## src/rtl/hxu_pkg.sv

```systemverilog
// Shared types and constants for the backslash-hex unescaper.
// No dependencies; every module of the block imports this package.
package hxu_pkg;

   // Character and byte codes used by the decoder and the EF BE filter.
   localparam logic [7:0] BACKSLASH_CHAR = 8'h5C;
   localparam logic [7:0] X_CHAR         = 8'h78;
   localparam logic [7:0] DIGIT_0_CHAR   = 8'h30;
   localparam logic [7:0] DIGIT_9_CHAR   = 8'h39;
   localparam logic [7:0] LOWER_A_CHAR   = 8'h61;
   localparam logic [7:0] LOWER_F_CHAR   = 8'h66;
   localparam logic [7:0] UPPER_A_CHAR   = 8'h41;
   localparam logic [7:0] UPPER_F_CHAR   = 8'h46;
   localparam logic [7:0] DROP_HEAD_BYTE = 8'hEF;
   localparam logic [7:0] DROP_TAIL_BYTE = 8'hBE;

   // Most results one request can produce.
   localparam int MAX_RESULTS = 4;

   // One classified request: the result bytes it produces, in order.
   typedef struct packed {
      logic [MAX_RESULTS-1:0][7:0] data;   // result bytes, slot 0 first
      logic [2:0]                  count;  // number of results, 1 to 4
      logic                        bare;   // single end marker without a byte
      logic                        last;   // request carried the final byte
   } entry_type;

endpackage

```

## src/rtl/hxu_front.sv

```systemverilog
// Front end: accepts requests, runs the escape decoder and the EF BE filter,
// and writes the resulting byte list into the queue. Depends on hxu_pkg.
module hxu_front
   import hxu_pkg::*;
(
   input  logic      clock,
   input  logic      reset,
   input  logic      req_valid,
   output logic      req_ready,
   input  logic [7:0] req_in_byte,
   input  logic      req_final_byte,
   output logic      push_valid,
   output entry_type push_entry,
   input  logic      push_ready
);

   typedef enum logic [1:0] {
      MODE_PLAIN,
      MODE_BACKSLASH,
      MODE_X,
      MODE_DIGIT
   } mode_type;

   mode_type   mode_ff, mode_in;
   logic [7:0] first_digit_ff, first_digit_in;
   logic       held_ef_ff, held_ef_in;

   logic            accept;
   logic [2:0][7:0] dec_byte;
   logic [1:0]      dec_cnt;
   logic            is_hex;

   function automatic logic [3:0] hex_nibble(input logic [7:0] c);
      // Digits carry their value in the low nibble; letters are offset by nine.
      return (c <= DIGIT_9_CHAR) ? c[3:0] : c[3:0] + 4'd9;
   endfunction

   assign req_ready = push_ready;
   assign accept    = req_valid && req_ready;

   assign is_hex = (req_in_byte >= DIGIT_0_CHAR && req_in_byte <= DIGIT_9_CHAR) ||
                   (req_in_byte >= LOWER_A_CHAR && req_in_byte <= LOWER_F_CHAR) ||
                   (req_in_byte >= UPPER_A_CHAR && req_in_byte <= UPPER_F_CHAR);

   // Escape decoder: up to three decoded bytes per request.
   always_comb begin
      mode_in        = mode_ff;
      first_digit_in = first_digit_ff;
      dec_byte       = '0;
      dec_cnt        = 2'd0;
      case (mode_ff)
         MODE_PLAIN: begin
            if (req_in_byte == BACKSLASH_CHAR) begin
               mode_in = MODE_BACKSLASH;
            end else begin
               dec_byte[0] = req_in_byte;
               dec_cnt     = 2'd1;
            end
         end
         MODE_BACKSLASH: begin
            if (req_in_byte == X_CHAR) begin
               mode_in = MODE_X;
            end else begin
               dec_byte[0] = BACKSLASH_CHAR;
               dec_byte[1] = req_in_byte;
               dec_cnt     = 2'd2;
               mode_in     = MODE_PLAIN;
            end
         end
         MODE_X: begin
            if (is_hex) begin
               first_digit_in = req_in_byte;
               mode_in        = MODE_DIGIT;
            end else begin
               dec_byte[0] = BACKSLASH_CHAR;
               dec_byte[1] = X_CHAR;
               dec_cnt     = 2'd2;
               mode_in     = MODE_PLAIN;
            end
         end
         MODE_DIGIT: begin
            if (is_hex) begin
               dec_byte[0] = {hex_nibble(first_digit_ff), hex_nibble(req_in_byte)};
               dec_cnt     = 2'd1;
            end else begin
               // The offending byte is dropped.
               dec_byte[0] = BACKSLASH_CHAR;
               dec_byte[1] = X_CHAR;
               dec_byte[2] = first_digit_ff;
               dec_cnt     = 2'd3;
            end
            mode_in = MODE_PLAIN;
         end
         default: begin
            mode_in = MODE_PLAIN;
         end
      endcase
      if (req_final_byte) begin
         mode_in = MODE_PLAIN;
      end
   end

   // EF BE filter over the decoded bytes, then end-of-string handling.
   always_comb begin
      logic       held;
      logic       drop;
      logic [2:0] ocnt;
      logic [MAX_RESULTS-1:0][7:0] obytes;
      held   = held_ef_ff;
      ocnt   = 3'd0;
      obytes = '0;
      drop   = 1'b0;
      for (int i = 0; i < 3; i++) begin
         if (dec_cnt > 2'(i)) begin
            drop = 1'b0;
            if (held) begin
               held = 1'b0;
               if (dec_byte[i] == DROP_TAIL_BYTE) begin
                  drop = 1'b1;
               end else begin
                  obytes[ocnt[1:0]] = DROP_HEAD_BYTE;
                  ocnt              = ocnt + 3'd1;
               end
            end
            if (!drop) begin
               if (dec_byte[i] == DROP_HEAD_BYTE) begin
                  held = 1'b1;
               end else begin
                  obytes[ocnt[1:0]] = dec_byte[i];
                  ocnt              = ocnt + 3'd1;
               end
            end
         end
      end
      push_entry.bare = 1'b0;
      if (req_final_byte) begin
         if (held) begin
            obytes[ocnt[1:0]] = DROP_HEAD_BYTE;
            ocnt              = ocnt + 3'd1;
         end
         held = 1'b0;
         if (ocnt == 3'd0) begin
            push_entry.bare = 1'b1;
            ocnt            = 3'd1;
         end
      end
      push_entry.data  = obytes;
      push_entry.count = ocnt;
      push_entry.last  = req_final_byte;
      held_ef_in       = held;
      push_valid       = accept && (ocnt != 3'd0);
   end

   always_ff @(posedge clock) begin
      if (reset) begin
         mode_ff    <= MODE_PLAIN;
         held_ef_ff <= 1'b0;
      end else if (accept) begin
         mode_ff    <= mode_in;
         held_ef_ff <= held_ef_in;
      end
      if (accept) begin
         first_digit_ff <= first_digit_in;
      end
   end

endmodule

```

## src/rtl/hxu_queue.sv

```systemverilog
// Two-entry queue of classified requests between front end and back end.
// Depends on hxu_pkg for the entry type.
module hxu_queue
   import hxu_pkg::*;
(
   input  logic      clock,
   input  logic      reset,
   input  logic      push_valid,
   output logic      push_ready,
   input  entry_type push_entry,
   output logic      pop_valid,
   input  logic      pop_ready,
   output entry_type pop_entry
);

   entry_type  slot_ff [2];
   logic       wr_ptr_ff, wr_ptr_in;
   logic       rd_ptr_ff, rd_ptr_in;
   logic [1:0] count_ff, count_in;
   logic       do_push, do_pop;

   assign push_ready = (count_ff != 2'd2);
   assign pop_valid  = (count_ff != 2'd0);
   assign pop_entry  = slot_ff[rd_ptr_ff];
   assign do_push    = push_valid && push_ready;
   assign do_pop     = pop_valid && pop_ready;

   always_comb begin
      wr_ptr_in = do_push ? ~wr_ptr_ff : wr_ptr_ff;
      rd_ptr_in = do_pop ? ~rd_ptr_ff : rd_ptr_ff;
      count_in  = count_ff + {1'b0, do_push} - {1'b0, do_pop};
   end

   always_ff @(posedge clock) begin
      if (reset) begin
         wr_ptr_ff <= 1'b0;
         rd_ptr_ff <= 1'b0;
         count_ff  <= 2'd0;
      end else begin
         wr_ptr_ff <= wr_ptr_in;
         rd_ptr_ff <= rd_ptr_in;
         count_ff  <= count_in;
      end
      if (do_push) begin
         slot_ff[wr_ptr_ff] <= push_entry;
      end
   end

endmodule

```

## src/rtl/hxu_back.sv

```systemverilog
// Back end: walks the queue head one result per cycle into the output register,
// unless the response port stalls. Depends on hxu_pkg for the entry type.
module hxu_back
   import hxu_pkg::*;
(
   input  logic       clock,
   input  logic       reset,
   input  logic       pop_valid,
   output logic       pop_ready,
   input  entry_type  pop_entry,
   output logic       rsp_valid,
   input  logic       rsp_ready,
   output logic [7:0] rsp_out_byte,
   output logic       rsp_byte_valid,
   output logic       rsp_end_of_output
);

   logic [1:0] index_ff, index_in;
   logic       rsp_valid_ff, rsp_valid_in;
   logic [7:0] out_byte_ff;
   logic       byte_valid_ff;
   logic       end_ff;
   logic       load;
   logic       at_last;

   assign load    = pop_valid && (!rsp_valid_ff || rsp_ready);
   assign at_last = ({1'b0, index_ff} == (pop_entry.count - 3'd1));
   assign pop_ready = load && at_last;

   always_comb begin
      index_in = index_ff;
      if (load) begin
         index_in = at_last ? 2'd0 : index_ff + 2'd1;
      end
      if (load) begin
         rsp_valid_in = 1'b1;
      end else if (rsp_ready) begin
         rsp_valid_in = 1'b0;
      end else begin
         rsp_valid_in = rsp_valid_ff;
      end
   end

   always_ff @(posedge clock) begin
      if (reset) begin
         index_ff     <= 2'd0;
         rsp_valid_ff <= 1'b0;
      end else begin
         index_ff     <= index_in;
         rsp_valid_ff <= rsp_valid_in;
      end
      if (load) begin
         out_byte_ff   <= pop_entry.data[index_ff];
         byte_valid_ff <= !pop_entry.bare;
         end_ff        <= pop_entry.last && at_last;
      end
   end

   assign rsp_valid         = rsp_valid_ff;
   assign rsp_out_byte      = out_byte_ff;
   assign rsp_byte_valid    = byte_valid_ff;
   assign rsp_end_of_output = end_ff;

endmodule

```

## src/rtl/hex_escape_unescaper_top.sv

```systemverilog
// Backslash-hex unescaper top level: front end, two-entry queue, back end.
// The first result of a request is written into the queue on the edge that accepts
// the request, then loaded into the output register that drives the response port.
// Throughput: one request per cycle while each request yields at most one result and
// the response port is not stalled; a request's results (up to four) go out in turn.
// Reset (synchronous, active high) returns the decoder to plain text with nothing held.
// Depends on hxu_pkg, hxu_front, hxu_queue and hxu_back.
module hex_escape_unescaper_top
   import hxu_pkg::*;
(
   input  logic       clock,
   input  logic       reset,
   input  logic       req_valid,
   output logic       req_ready,
   input  logic [7:0] req_in_byte,
   input  logic       req_final_byte,
   output logic       rsp_valid,
   input  logic       rsp_ready,
   output logic [7:0] rsp_out_byte,
   output logic       rsp_byte_valid,
   output logic       rsp_end_of_output
);

   // The front end decodes each request and filters EF BE pairs right away,
   // so every queue entry already lists its final result bytes. Requests that
   // produce nothing (an escape still in progress, a held EF) write no entry.
   logic      push_valid;
   logic      push_ready;
   entry_type push_entry;

   // The back end pops an entry only after its last result has been loaded
   // into the output register, so the queue lets the front keep accepting
   // while a long failed escape is drained.
   logic      pop_valid;
   logic      pop_ready;
   entry_type pop_entry;

   hxu_front u_front (
      .clock          (clock),
      .reset          (reset),
      .req_valid      (req_valid),
      .req_ready      (req_ready),
      .req_in_byte    (req_in_byte),
      .req_final_byte (req_final_byte),
      .push_valid     (push_valid),
      .push_entry     (push_entry),
      .push_ready     (push_ready)
   );

   hxu_queue u_queue (
      .clock      (clock),
      .reset      (reset),
      .push_valid (push_valid),
      .push_ready (push_ready),
      .push_entry (push_entry),
      .pop_valid  (pop_valid),
      .pop_ready  (pop_ready),
      .pop_entry  (pop_entry)
   );

   hxu_back u_back (
      .clock             (clock),
      .reset             (reset),
      .pop_valid         (pop_valid),
      .pop_ready         (pop_ready),
      .pop_entry         (pop_entry),
      .rsp_valid         (rsp_valid),
      .rsp_ready         (rsp_ready),
      .rsp_out_byte      (rsp_out_byte),
      .rsp_byte_valid    (rsp_byte_valid),
      .rsp_end_of_output (rsp_end_of_output)
   );

`ifndef SYNTH
   // A bare end marker only ever closes a string.
   assert property (@(posedge clock) disable iff (reset)
      (rsp_valid && !rsp_byte_valid) |-> rsp_end_of_output)
      else $error("bare result without end of output");

   // A final request always leaves an entry in the queue.
   assert property (@(posedge clock) disable iff (reset)
      (req_valid && req_ready && req_final_byte) |=> pop_valid)
      else $error("final request produced no queue entry");

   // Every queue entry carries between one and four results.
   assert property (@(posedge clock) disable iff (reset)
      pop_valid |-> (pop_entry.count != 3'd0 && pop_entry.count <= 3'd4))
      else $error("queue entry with bad result count");
`endif

endmodule
```

## config.mk

```make
export PLATFORM = sky130hd
export DESIGN_NAME = hex_escape_unescaper_top
export DESIGN_NICKNAME = d
export VERILOG_FILES = /design/src/rtl/hxu_pkg.sv /design/src/rtl/hxu_front.sv /design/src/rtl/hxu_queue.sv /design/src/rtl/hxu_back.sv /design/src/rtl/hex_escape_unescaper_top.sv
export SDC_FILE = /design/constraint.sdc
export NUM_CORES = 1
export LEC_CHECK = 0
export BUFFER_PORTS_ARGS = -buffer_cell sky130_fd_sc_hd__clkbuf_2
export CORE_UTILIZATION = 30
export CTS_CLUSTER_DIAMETER = 40
export DETAILED_ROUTE_END_ITERATION = 16
export GPL_TIMING_DRIVEN = 0
export PLACE_DENSITY_LB_ADDON = 0.05
export SYNTH_ARGS = -nofsm -noshare
export SYNTH_HDL_FRONTEND = slang
export SYNTH_SLANG_ARGS = --single-unit
```

## constraint.sdc

```tcl
create_clock -name clock -period 11.4 [get_ports clock]
set_input_delay 2.28 -clock clock [delete_from_list [all_inputs] [get_ports clock]]
set_output_delay 2.28 -clock clock [all_outputs]
set_load 0.1 [all_outputs]
```

## Yosys cells after proc, flatten, opt, wreduce, memory -nomap -nowiden

Memories as Yosys holds them, arrays and structs flattened. A register that Yosys moved wholly into a read port is not among the register bits.
Cells that the tools add are included.

| storage, ports and cells | value |
|---|---|
| bits in writable memories | 74 |
| word-level logic and storage cells | 207 |
| bits of input ports | 13 |
| memories | 1 |
| output and inout bits | 12 |
| register bits | 28 |

| cells by class | value |
|---|---|
| mux-type cells | 107 |
| order comparisons | 23 |
| add/subtract/negate cells | 12 |
| eq/ne operators | 14 |
| bitwise gates (word level) | 11 |
| reduce and logical (&&, ||, !) cells | 28 |

Memories:

| memory | depth | bits a word | rd ports | clocked after Yosys merged registers in | write ports | line | source |
|---|---|---|---|---|---|---|---|
| u_queue.slot_ff | 2 | 37 | 1 | 1 | 1 | hxu_queue.sv:16 | `entry_type slot_ff [2];` |

Operators by type and width:

| kind | number |
|---|---|
| $mux 32 | 17 |
| $mux 8 | 13 |
| $bwmux 32 | 3 |
| $demux 8 s2 | 6 |
| $or 28x28->28 | 3 |
| $mux 3 | 21 |
| $eq 8x8->1 const B | 6 |
| $mux 16 | 2 |
| $pmux 8 s4 | 1 |
| $mux 1 | 29 |
| $pmux 8 s3 | 1 |
| $lt 2x3->1 const B | 7 |
| $add 3x1->3 const B | 6 |
| $bmux 8 s2 | 1 |
| $eq 8x7->1 const B | 2 |
| $ge 8x7->1 const B | 2 |
| $le 8x6->1 const B | 2 |
| $le 8x7->1 const B | 2 |
| $logic_and 1x1->1 | 16 |
| $mux 2 | 8 |
| $pmux 2 s4 | 2 |
| $mux 15 | 1 |
| $and 4x4->4 | 3 |
| $ge 2x1->1 const B | 6 |
| 24 further kinds | 35 |

## Longest topological paths before layout

Gate-level depths: netlist of the first run.

| logic depth | value |
|---|---|
| word-level depth | 41 |
| depth in mapped cells | 34 |

## Cells and area by module

A second synthesis of the first run with hierarchy kept.

| second synthesis, totals | value |
|---|---|
| cell total of the unflattened synthesis | 581 |
| area total of the unflattened synthesis | 6352.3 um^2 |

Modules (own cells, without submodules):

| module | instances | area each (um^2) | cells an instance | seq. area each (um^2) |
|---|---|---|---|---|
| hxu_queue | 1 | 2944.1 | 144 | 2322.2 |
| hxu_front | 1 | 2711.4 | 391 | 300.3 |
| hxu_back | 1 | 696.9 | 46 | 360.3 |

## Worst setup path after synthesis of the first run

OpenSTA, ideal clock, no wires.

| path | value |
|---|---|
| path kind | input -> register |
| start | in req_in_byte[0] |
| end | mem u_queue.slot_ff[0][0] (netlist name), enable pin |
| stages | 29 |
| data arrival time | 9.852 ns |
| data required time | 10.964 ns |
| buffers on the path | 0 |
| library setup time | 0.436 ns |
| slack | 1.112 ns |
| cell sequence | inv_1 -> ha_1 -> o21bai_1 -> a211oi_2 -> o21bai_1 -> a41oi_1 -> o211ai_1 -> or3_1 -> and2_1 -> ha_1 -> o311ai_4 -> ha_1 -> nand2_1 -> o21ai_0 -> ha_1 -> mux2i_1 -> ha_1 -> mux2i_1 -> inv_1 -> ha_1 -> mux2i_1 -> o21ai_0 -> ha_1 -> nor2_1 -> nand2_1 -> mux2i_1 -> o311ai_2 -> o31ai_4 -> nor2b_1 |

| between the ends | value |
|---|---|
| longest elaborated chain between the ends | 41 |
| elaborated cells between the ends (all ways) | 89 |
| those cells by class | add/sub (7); order compare (9); eq/ne (8); mux (56); reduce/logical (9) |

Ends and longest elaborated chain:

| what | line | source |
|---|---|---|
| from (decl) | hex_escape_unescaper_top.sv:15 | `input logic [7:0] req_in_byte,` |
| $ge 8x6->1, or another cell as far along | hxu_front.sv:41 | `assign is_hex = (req_in_byte >= DIGIT_0_CHAR && req_in_byte <= DIGIT_9_CHAR) \|\|` |
| $logic_and 1x1->1 (on tied branches) | hxu_front.sv:41, hxu_front.sv:42 |  |
| $logic_or 1x1->1 | hxu_front.sv:41 |  |
| $logic_or 1x1->1 | hxu_front.sv:42 | `(req_in_byte >= LOWER_A_CHAR && req_in_byte <= LOWER_F_CHAR) \|\|` |
| $mux 8 / $mux 15 (equally long branches) | hxu_front.sv:82, hxu_front.sv:71 |  |
| $pmux 8 s4 | hxu_front.sv:51 | `case (mode_ff)` |
| $eq 8x8->1 | hxu_front.sv:118 | `if (dec_byte[i] == DROP_TAIL_BYTE) begin` |
| $mux 1 | hxu_front.sv:118 |  |
| [25 not listed] | - |  |
| $logic_not 3->1 | hxu_front.sv:142 | `if (ocnt == 3'd0) begin` |
| $mux 3 | hxu_front.sv:142 |  |
| $mux 3 (*) | hxu_front.sv:136 | `if (req_final_byte) begin` |
| $reduce_bool 3->1 (*) | hxu_front.sv:151 | `push_valid = accept && (ocnt != 3'd0);` |
| $logic_and 1x1->1 (*) | hxu_front.sv:151 |  |
| $logic_and 1x1->1 (*) | hxu_queue.sv:25 | `assign do_push = push_valid && push_ready;` |
| $mux 1 (*) | hxu_queue.sv:44 | `if (do_push) begin` |
| $mux 1 (implied by the code) (*) | hxu_queue.sv:45 | `slot_ff[wr_ptr_ff] <= push_entry;` |
| to (decl) | hxu_queue.sv:16 |  |

Mark *: on every way between the ends. The rest lies on a longest branch, timed or not. The select of a mux whose other input is x is not followed.

## Final worst setup path of the first run

| path | value |
|---|---|
| start | in req_in_byte[0] |
| end | mem u_queue.slot_ff[0][10] (netlist name), enable pin |

The elaborated chain is that of the path after synthesis.

==> flow_metrics.env, run 1 <==
export IMPL_status="complete, no violations"
export IMPL_synth_async_reset_ratio=0
export IMPL_wirelength_mm=17.4
export IMPL_ant_nets=0
export IMPL_cts_inserted_buffers=9
export IMPL_synthCells=550
export IMPL_p_leak_nw=2.53
export IMPL_portBuffers=24
export IMPL_synth_edf_count=92
export IMPL_hold_slack_ns=0.517
export IMPL_gr_total_overflow=0
export IMPL_cts_setup_buffers=0
export IMPL_area_growth_pct=12.8
export IMPL_timing_fmax_ghz=0.0996
export IMPL_pwr_share_clk=0.247
export IMPL_avgSynthCellArea_um2=11.3
export IMPL_rsz0062_at_grt="no"
export IMPL_drt_iter0_markers=300
export IMPL_antenna_found_initial=0
export IMPL_critPathBufInv=4
export IMPL_r2r_slack_ns=3.25
export IMPL_synth_top_area_share=0.444
export IMPL_rr_startpoint="u_front.first_digit_ff[0]$_DFFE_PP_"
export IMPL_hold_path_end="u_back.rsp_valid$_SDFFE_PP0P_"
export IMPL_via_count=4609
export IMPL_place_gp_congestion=0.873
export IMPL_coreArea_mm2=0.0203
export IMPL_ys_ff_latch=103
export IMPL_final_common_cell="edfxtp_1"
export IMPL_fin_crit_ns=10.04
export IMPL_cp_end_kind="flop"
export IMPL_wl_per_cell_um=20.2
export IMPL_clock_sinks=103
export IMPL_crit_required_ns=11.45
export IMPL_antennaDiodeCount=0
export IMPL_clk_pin_slew_ns=0.07
export IMPL_hpwl_mm=13.3
export IMPL_io_pins=25
export IMPL_max_slew_margin_rel=0.127
export IMPL_skew_ns=0.0108
export IMPL_crit_slowest_cell="a41oi_1"
export IMPL_die_area_mm2=0.0213
export IMPL_intPower_uw=769
export IMPL_finalHoldViolCount=0
export IMPL_regArea_mm2=0.00298
export IMPL_swShare=0.376
export IMPL_via_per_inst=5.35
export IMPL_synth_seq_area_share=0.479
export IMPL_clock_path_buffers=2
export IMPL_die_w_um=146
export IMPL_cp_startpoint="req_in_byte[0]"
export IMPL_min_from="u_back.rsp_valid$_SDFFE_PP0P_"
export IMPL_pwr_share_comb=0.339
export IMPL_nets=628
export IMPL_synthesis_nets=591
export IMPL_start_util=0.307
export IMPL_p_seq_frac=0.414
export IMPL_cp_start_kind="input port"
export IMPL_finalSetupViolCount=0
export IMPL_peakVddDrop_mv=0.138
export IMPL_worst_pin_slew_ns=1.30
export IMPL_yosys_top_cells_area="edfxtp_1 44%, mux4_2 5.8%, ha_1 5.6%, nand2_1 4.0%, dfxtp_1 3.5%"
export IMPL_grtUsageTotal=0.168
export IMPL_cp_arrival_ns=10.09
export IMPL_r2r_end="u_queue.slot_ff[0][10]$_DFFE_PP_"
export IMPL_cts_tree="built"
export IMPL_setup_tns_ns=0
export IMPL_crit_type="input port to flop"
export IMPL_p_per_area_mw_per_mm2=175
export IMPL_cts_max_level=3
export IMPL_hold_depth=2
export IMPL_grt_first_pass_wirelength_mm=26.7
export IMPL_clkLatencyLatePin_ns=0.36
export IMPL_multi_input_area_mm2=0.00305
export IMPL_r2r_cells=29
export IMPL_cts_root_buf="clkbuf_16"
export IMPL_mostFrequentLayoutCells="92 x edfxtp_1, 66 x nand2_1, 33 x nor2_1"
export IMPL_grt_pass1_vias=4519
export IMPL_die_y_um=146
export IMPL_holdBufCountCts=0
export IMPL_synth_main_ff_cell="edfxtp_1"
export IMPL_yosys_warnings=0
export IMPL_cp_common_cell="ha_1"
export IMPL_rows=52
export IMPL_path_max_fanout=29
export IMPL_drt_pass1_iterations=4
export IMPL_layout_drive_gt1_share=0.164
export IMPL_cpLargestDelayFamily="compound AO/OA/AOI/OAI gates"
export IMPL_grt_max_degree=36
export IMPL_yosys_area_top_type="edfxtp_1"
export IMPL_post_cts_resize_count=0
export IMPL_critPathMaxStageDelay_ns=0.61
export IMPL_netlist_area_mm2=0.00622
export IMPL_switching_power_uw=463
export IMPL_maxSlewViolCount=0
export IMPL_drv_cap=0
export IMPL_min_period_over_period=0.881
export IMPL_ys_types=73
export IMPL_hp_class="flop to flop"
export IMPL_fillers=2109
export IMPL_drcViolationCount=0
sequential cells by signal, indices dropped and copies added, names as in the netlist, named ones only:
register and cells:
u_queue.rd_ptr_ff 1, u_back.rsp_valid 1, u_queue.wr_ptr_ff 1, u_back.index_ff 2, u_queue.count_ff 2, u_back.rsp_byte_valid 1, u_back.rsp_end_of_output 1, u_front.mode_ff 2
u_front.held_ef_ff 1, u_queue.slot_ff 74, u_back.rsp_out_byte 8, u_front.first_digit_ff 8
cell usage after synthesis (4+ instances only):
cell	n
a21o_1	9
a21oi_1	28
a31oi_1	7
and2_1	9
and3_1	6
buf_2	4
clkbuf_1	16
dfxtp_1	11
edfxtp_1	92
ha_1	28
inv_1	21
mux2_2	9
mux2i_1	11
mux4_2	16
nand2_1	66
nand3_1	9
nor2_1	33
nor2b_1	8
nor3_1	19
nor3b_1	5
o21ai_0	27
o22ai_1	17
o32ai_1	9
or3_1	4
xnor2_1	7
xor2_1	5
cell type report:
class | count | area share
clock buffer | 9 | 0.0321
tap | 270 | 0.0481
sequential | 103 | 0.425
multi-input combinational | 399 | 0.434
buffer | 26 | 0.0173
inverter | 22 | 0.0118
clock inverter | 7 | 0.00944
timing repair buffer | 26 | 0.0228
power by group through the flow:
stage	combinational, mW	clock (mW)	sequential [mW]
2_1_floorplan	0.198	0	0.650
3_3_place_gp	0.417	0	0.521
3_5_place_dp	0.427	0	0.519
4_1_cts	0.428	0.319	0.511
5_1_grt	0.448	0.329	0.516
6_report	0.417	0.305	0.510
routing by layer:
layer / routed length (µm) / track usage
met5: 0 / 0
met4: 289 / 0.0594
met3: 765 / 0.0256
met2: 8150 / 0.271
met1: 8180 / 0.228
stage by stage:
step / util / instances / instance area, µm² / power (mW) / worst slack (ns)
final: 0.346 / 862 / 7020 / 1.23 / 1.36
after global placement: 0.329 / 844 / 6680 / 0.938 / -1.24
after detailed placement: 0.332 / 846 / 6730 / 0.946 / 0.979
after global routing: 0.346 / 862 / 7020 / 1.29 / 0.812
after CTS: 0.346 / 862 / 7020 / 1.26 / 1.35
after floorplan: - / 550 / 6220 / 0.848 / 1.11
worst reg2reg max path, delay by kind of cell, from the launching register on:
kind                     cells  cell delay (ns)
flip-flops                   1             0.48
adder cells (fa/ha/maj)      7             2.16
AND/OR/NAND/NOR              6             1.50
AO/OA/AOI/OAI                9             2.28
buffers and inverters        3             0.51
multiplexers                 4             0.90
kinds of logic after synthesis:
kind of cell	after synthesis	share of synthesized area
adder cells (fa/ha/maj)	28	0.0563
flip-flops	103	0.479
buffers and inverters	48	0.0328
AND/OR/NAND/NOR	180	0.146
XOR/XNOR	13	0.0207
AO/OA/AOI/OAI	141	0.171
multiplexers	37	0.0943
how the worst max path moves through the flow:
stage,to,cells past startpoint
6_report,u_queue.slot_ff[0][10]$_DFFE_PP_,30
5_1_grt,u_queue.slot_ff[0][10]$_DFFE_PP_,31
4_1_cts,u_queue.slot_ff[0][10]$_DFFE_PP_,30
3_5_place_dp,u_queue.slot_ff[0][5]$_DFFE_PP_,30
3_3_place_gp,u_queue.slot_ff[0][15]$_DFFE_PP_,30
2_1_floorplan,u_queue.slot_ff[0][0]$_DFFE_PP_,29
No activity file was read; power rests on OpenSTA's default activity.
==> inputs of run 2 (changes only) <==
- CORE_UTILIZATION: 30 -> 62
- SKIP_CTS_REPAIR_TIMING: unset -> 1
==> run 2 against run 1 <==
  * First-iteration DRC count up 45%
  * Total power decreased by 7.4%
  * Combinational power decreased by 1%
  * Hold slack gained 0.0043 ns
  * Clock power shrank 29%
  * Design area shrank 4.3%
  * Die area down 51%
  * Highest routed layer unchanged
  * Flip-flop and latch count unchanged
  * Critical path depth did not move
==> flow_metrics.env, run 2 (synthesized netlist as in run 1, its figures left out) <==
export IMPL_grt_first_pass_wirelength_mm=24.8
export IMPL_r2r_slack_ns=2.99
export IMPL_drt_pass1_iterations=8
export IMPL_layout_drive_gt1_share=0.161
export IMPL_clock_path_buffers=2
export IMPL_r2r_cells=29
export IMPL_timing_fmax_ghz=0.0951
export IMPL_die_w_um=102
export IMPL_r2r_end="u_queue.slot_ff[1][24]$_DFFE_PP_"
export IMPL_antenna_found_initial=0
export IMPL_wirelength_mm=15.6
export IMPL_clock_sinks=103
export IMPL_drv_cap=0
export IMPL_p_seq_frac=0.449
export IMPL_skew_ns=0.00989
export IMPL_die_y_um=102
export IMPL_wl_per_cell_um=21.6
export IMPL_pwr_share_clk=0.190
export IMPL_p_leak_nw=2.46
export IMPL_maxSlewViolCount=0
export IMPL_mostFrequentLayoutCells="92 x edfxtp_1, 66 x nand2_1, 33 x nor2_1"
export IMPL_fillers=740
export IMPL_via_count=4743
export IMPL_switching_power_uw=443
export IMPL_min_period_over_period=0.923
export IMPL_max_slew_margin_rel=0.227
export IMPL_cp_start_kind="input port"
export IMPL_clkLatencyLatePin_ns=0.39
export IMPL_cp_arrival_ns=10.53
export IMPL_fin_crit_ns=10.52
export IMPL_place_gp_congestion=0.999
export IMPL_cp_end_kind="flop"
export IMPL_gr_total_overflow=0
export IMPL_coreArea_mm2=0.00973
export IMPL_hold_depth=2
export IMPL_area_growth_pct=8.00
export IMPL_drt_iter0_markers=435
export IMPL_hold_path_end="u_back.rsp_valid$_SDFFE_PP0P_"
export IMPL_path_depth=30
export IMPL_worst_pin_slew_ns=1.15
export IMPL_crit_required_ns=11.41
export IMPL_ant_nets=0
export IMPL_pwr_share_comb=0.361
export IMPL_placed_cell_area_mm2=0.00654
export IMPL_path_max_fanout=37
export IMPL_design_area_mm2=0.00672
export IMPL_clk_pin_slew_ns=0.10
export IMPL_min_from="u_back.rsp_valid$_SDFFE_PP0P_"
export IMPL_cts_root_buf="clkbuf_8"
export IMPL_critPathBufInv=4
export IMPL_start_util=0.640
export IMPL_via_per_inst=6.55
export IMPL_critPathMaxStageDelay_ns=0.80
export IMPL_portBuffers=24
export IMPL_io_pins=25
export IMPL_cts_max_level=3
export IMPL_die_area_mm2=0.0104
export IMPL_grt_max_degree=38
export IMPL_multi_input_area_mm2=0.00305
export IMPL_finalPower_mw=1.14
export IMPL_hpwl_mm=11.4
export IMPL_swShare=0.389
export IMPL_cpLargestDelayFamily="compound AO/OA/AOI/OAI gates"
export IMPL_rr_startpoint="u_front.first_digit_ff[0]$_DFFE_PP_"
export IMPL_regArea_mm2=0.00298
export IMPL_grtUsageTotal=0.323
export IMPL_cp_common_cell="ha_1"
export IMPL_intPower_uw=697
export IMPL_peakVddDrop_mv=0.137
export IMPL_nets=627
export IMPL_finalHoldViolCount=0
export IMPL_rsz0062_at_grt="no"
export IMPL_cts_tree="built"
export IMPL_hp_class="flop to flop"
export IMPL_finalSetupViolCount=0
export IMPL_cts_inserted_buffers=9
export IMPL_rows=36
export IMPL_grt_pass1_vias=4635
export IMPL_largest_reg_flops=74
export IMPL_crit_type="input port to flop"
export IMPL_drcViolationCount=0
export IMPL_crit_slowest_cell="and2_2"
export IMPL_p_per_area_mw_per_mm2=170
export IMPL_max_flop_register="u_queue.slot_ff"
export IMPL_status="complete, no violations"
export IMPL_antennaDiodeCount=0
export IMPL_final_common_cell="edfxtp_1"
==> run 2: tightest hold or removal path, cell delays in order, from the launching register on <==
cell and delay, ns:
dfxtp_1 0.33, nand2b_1 0.08, a21oi_1 0.07
==> run 2: layout make-up <==
type                    instances  share of cell area
repair buffers                 25              0.0208
multi-input cells             399               0.453
plain buffers                  26              0.0181
clock inverters                 6             0.00819
flip-flops and latches        103               0.444
inverters                      22              0.0123
clock buffers                  10              0.0190
well taps                     133              0.0248
==> run 2: worst max path at each step <==
stage / from / to / slack (ns)
after detailed placement: req_in_byte[0] / u_queue.slot_ff[1][8]$_DFFE_PP_ / 0.65
after global placement: req_in_byte[0] / u_queue.slot_ff[0][16]$_DFFE_PP_ / -0.84
after CTS: req_in_byte[0] / u_queue.slot_ff[1][34]$_DFFE_PP_ / 1.03
final: req_in_byte[0] / u_queue.slot_ff[1][24]$_DFFE_PP_ / 0.88
after global routing: req_in_byte[0] / u_queue.slot_ff[1][16]$_DFFE_PP_ / 0.43
after floorplan: req_in_byte[0] / u_queue.slot_ff[0][0]$_DFFE_PP_ / 1.11
==> run 2: power by group through the flow <==
stage               combinational, mW  clock (mW)  sequential, mW
global route                    0.439       0.234           0.519
detailed placement              0.415           0           0.521
CTS                             0.416       0.219           0.513
global placement                0.401           0           0.519
floorplan                       0.198           0           0.650
finish                          0.412       0.216           0.512
==> run 2: layer usage <==
metal	routed length (µm)	vias to the layer above	global-route usage
met4	327	0	0.120
met1	6620	2327	0.434
met5	0	-	0
met3	1090	27	0.0663
met2	7580	217	0.520
li1	-	2172	-
==> run 2: stage by stage <==
step                utilization  instances  setup TNS (ns)  worst slack [ns]  hold WS (ns)
CTS                       0.691        724               0              1.03         0.538
floorplan                     -        550               0              1.11         0.481
global route              0.691        724               0             0.432         0.564
finish                    0.691        724               0             0.883         0.521
detailed placement        0.672        708               0             0.650         0.519
global placement          0.669        707          -31.07            -0.845         0.487
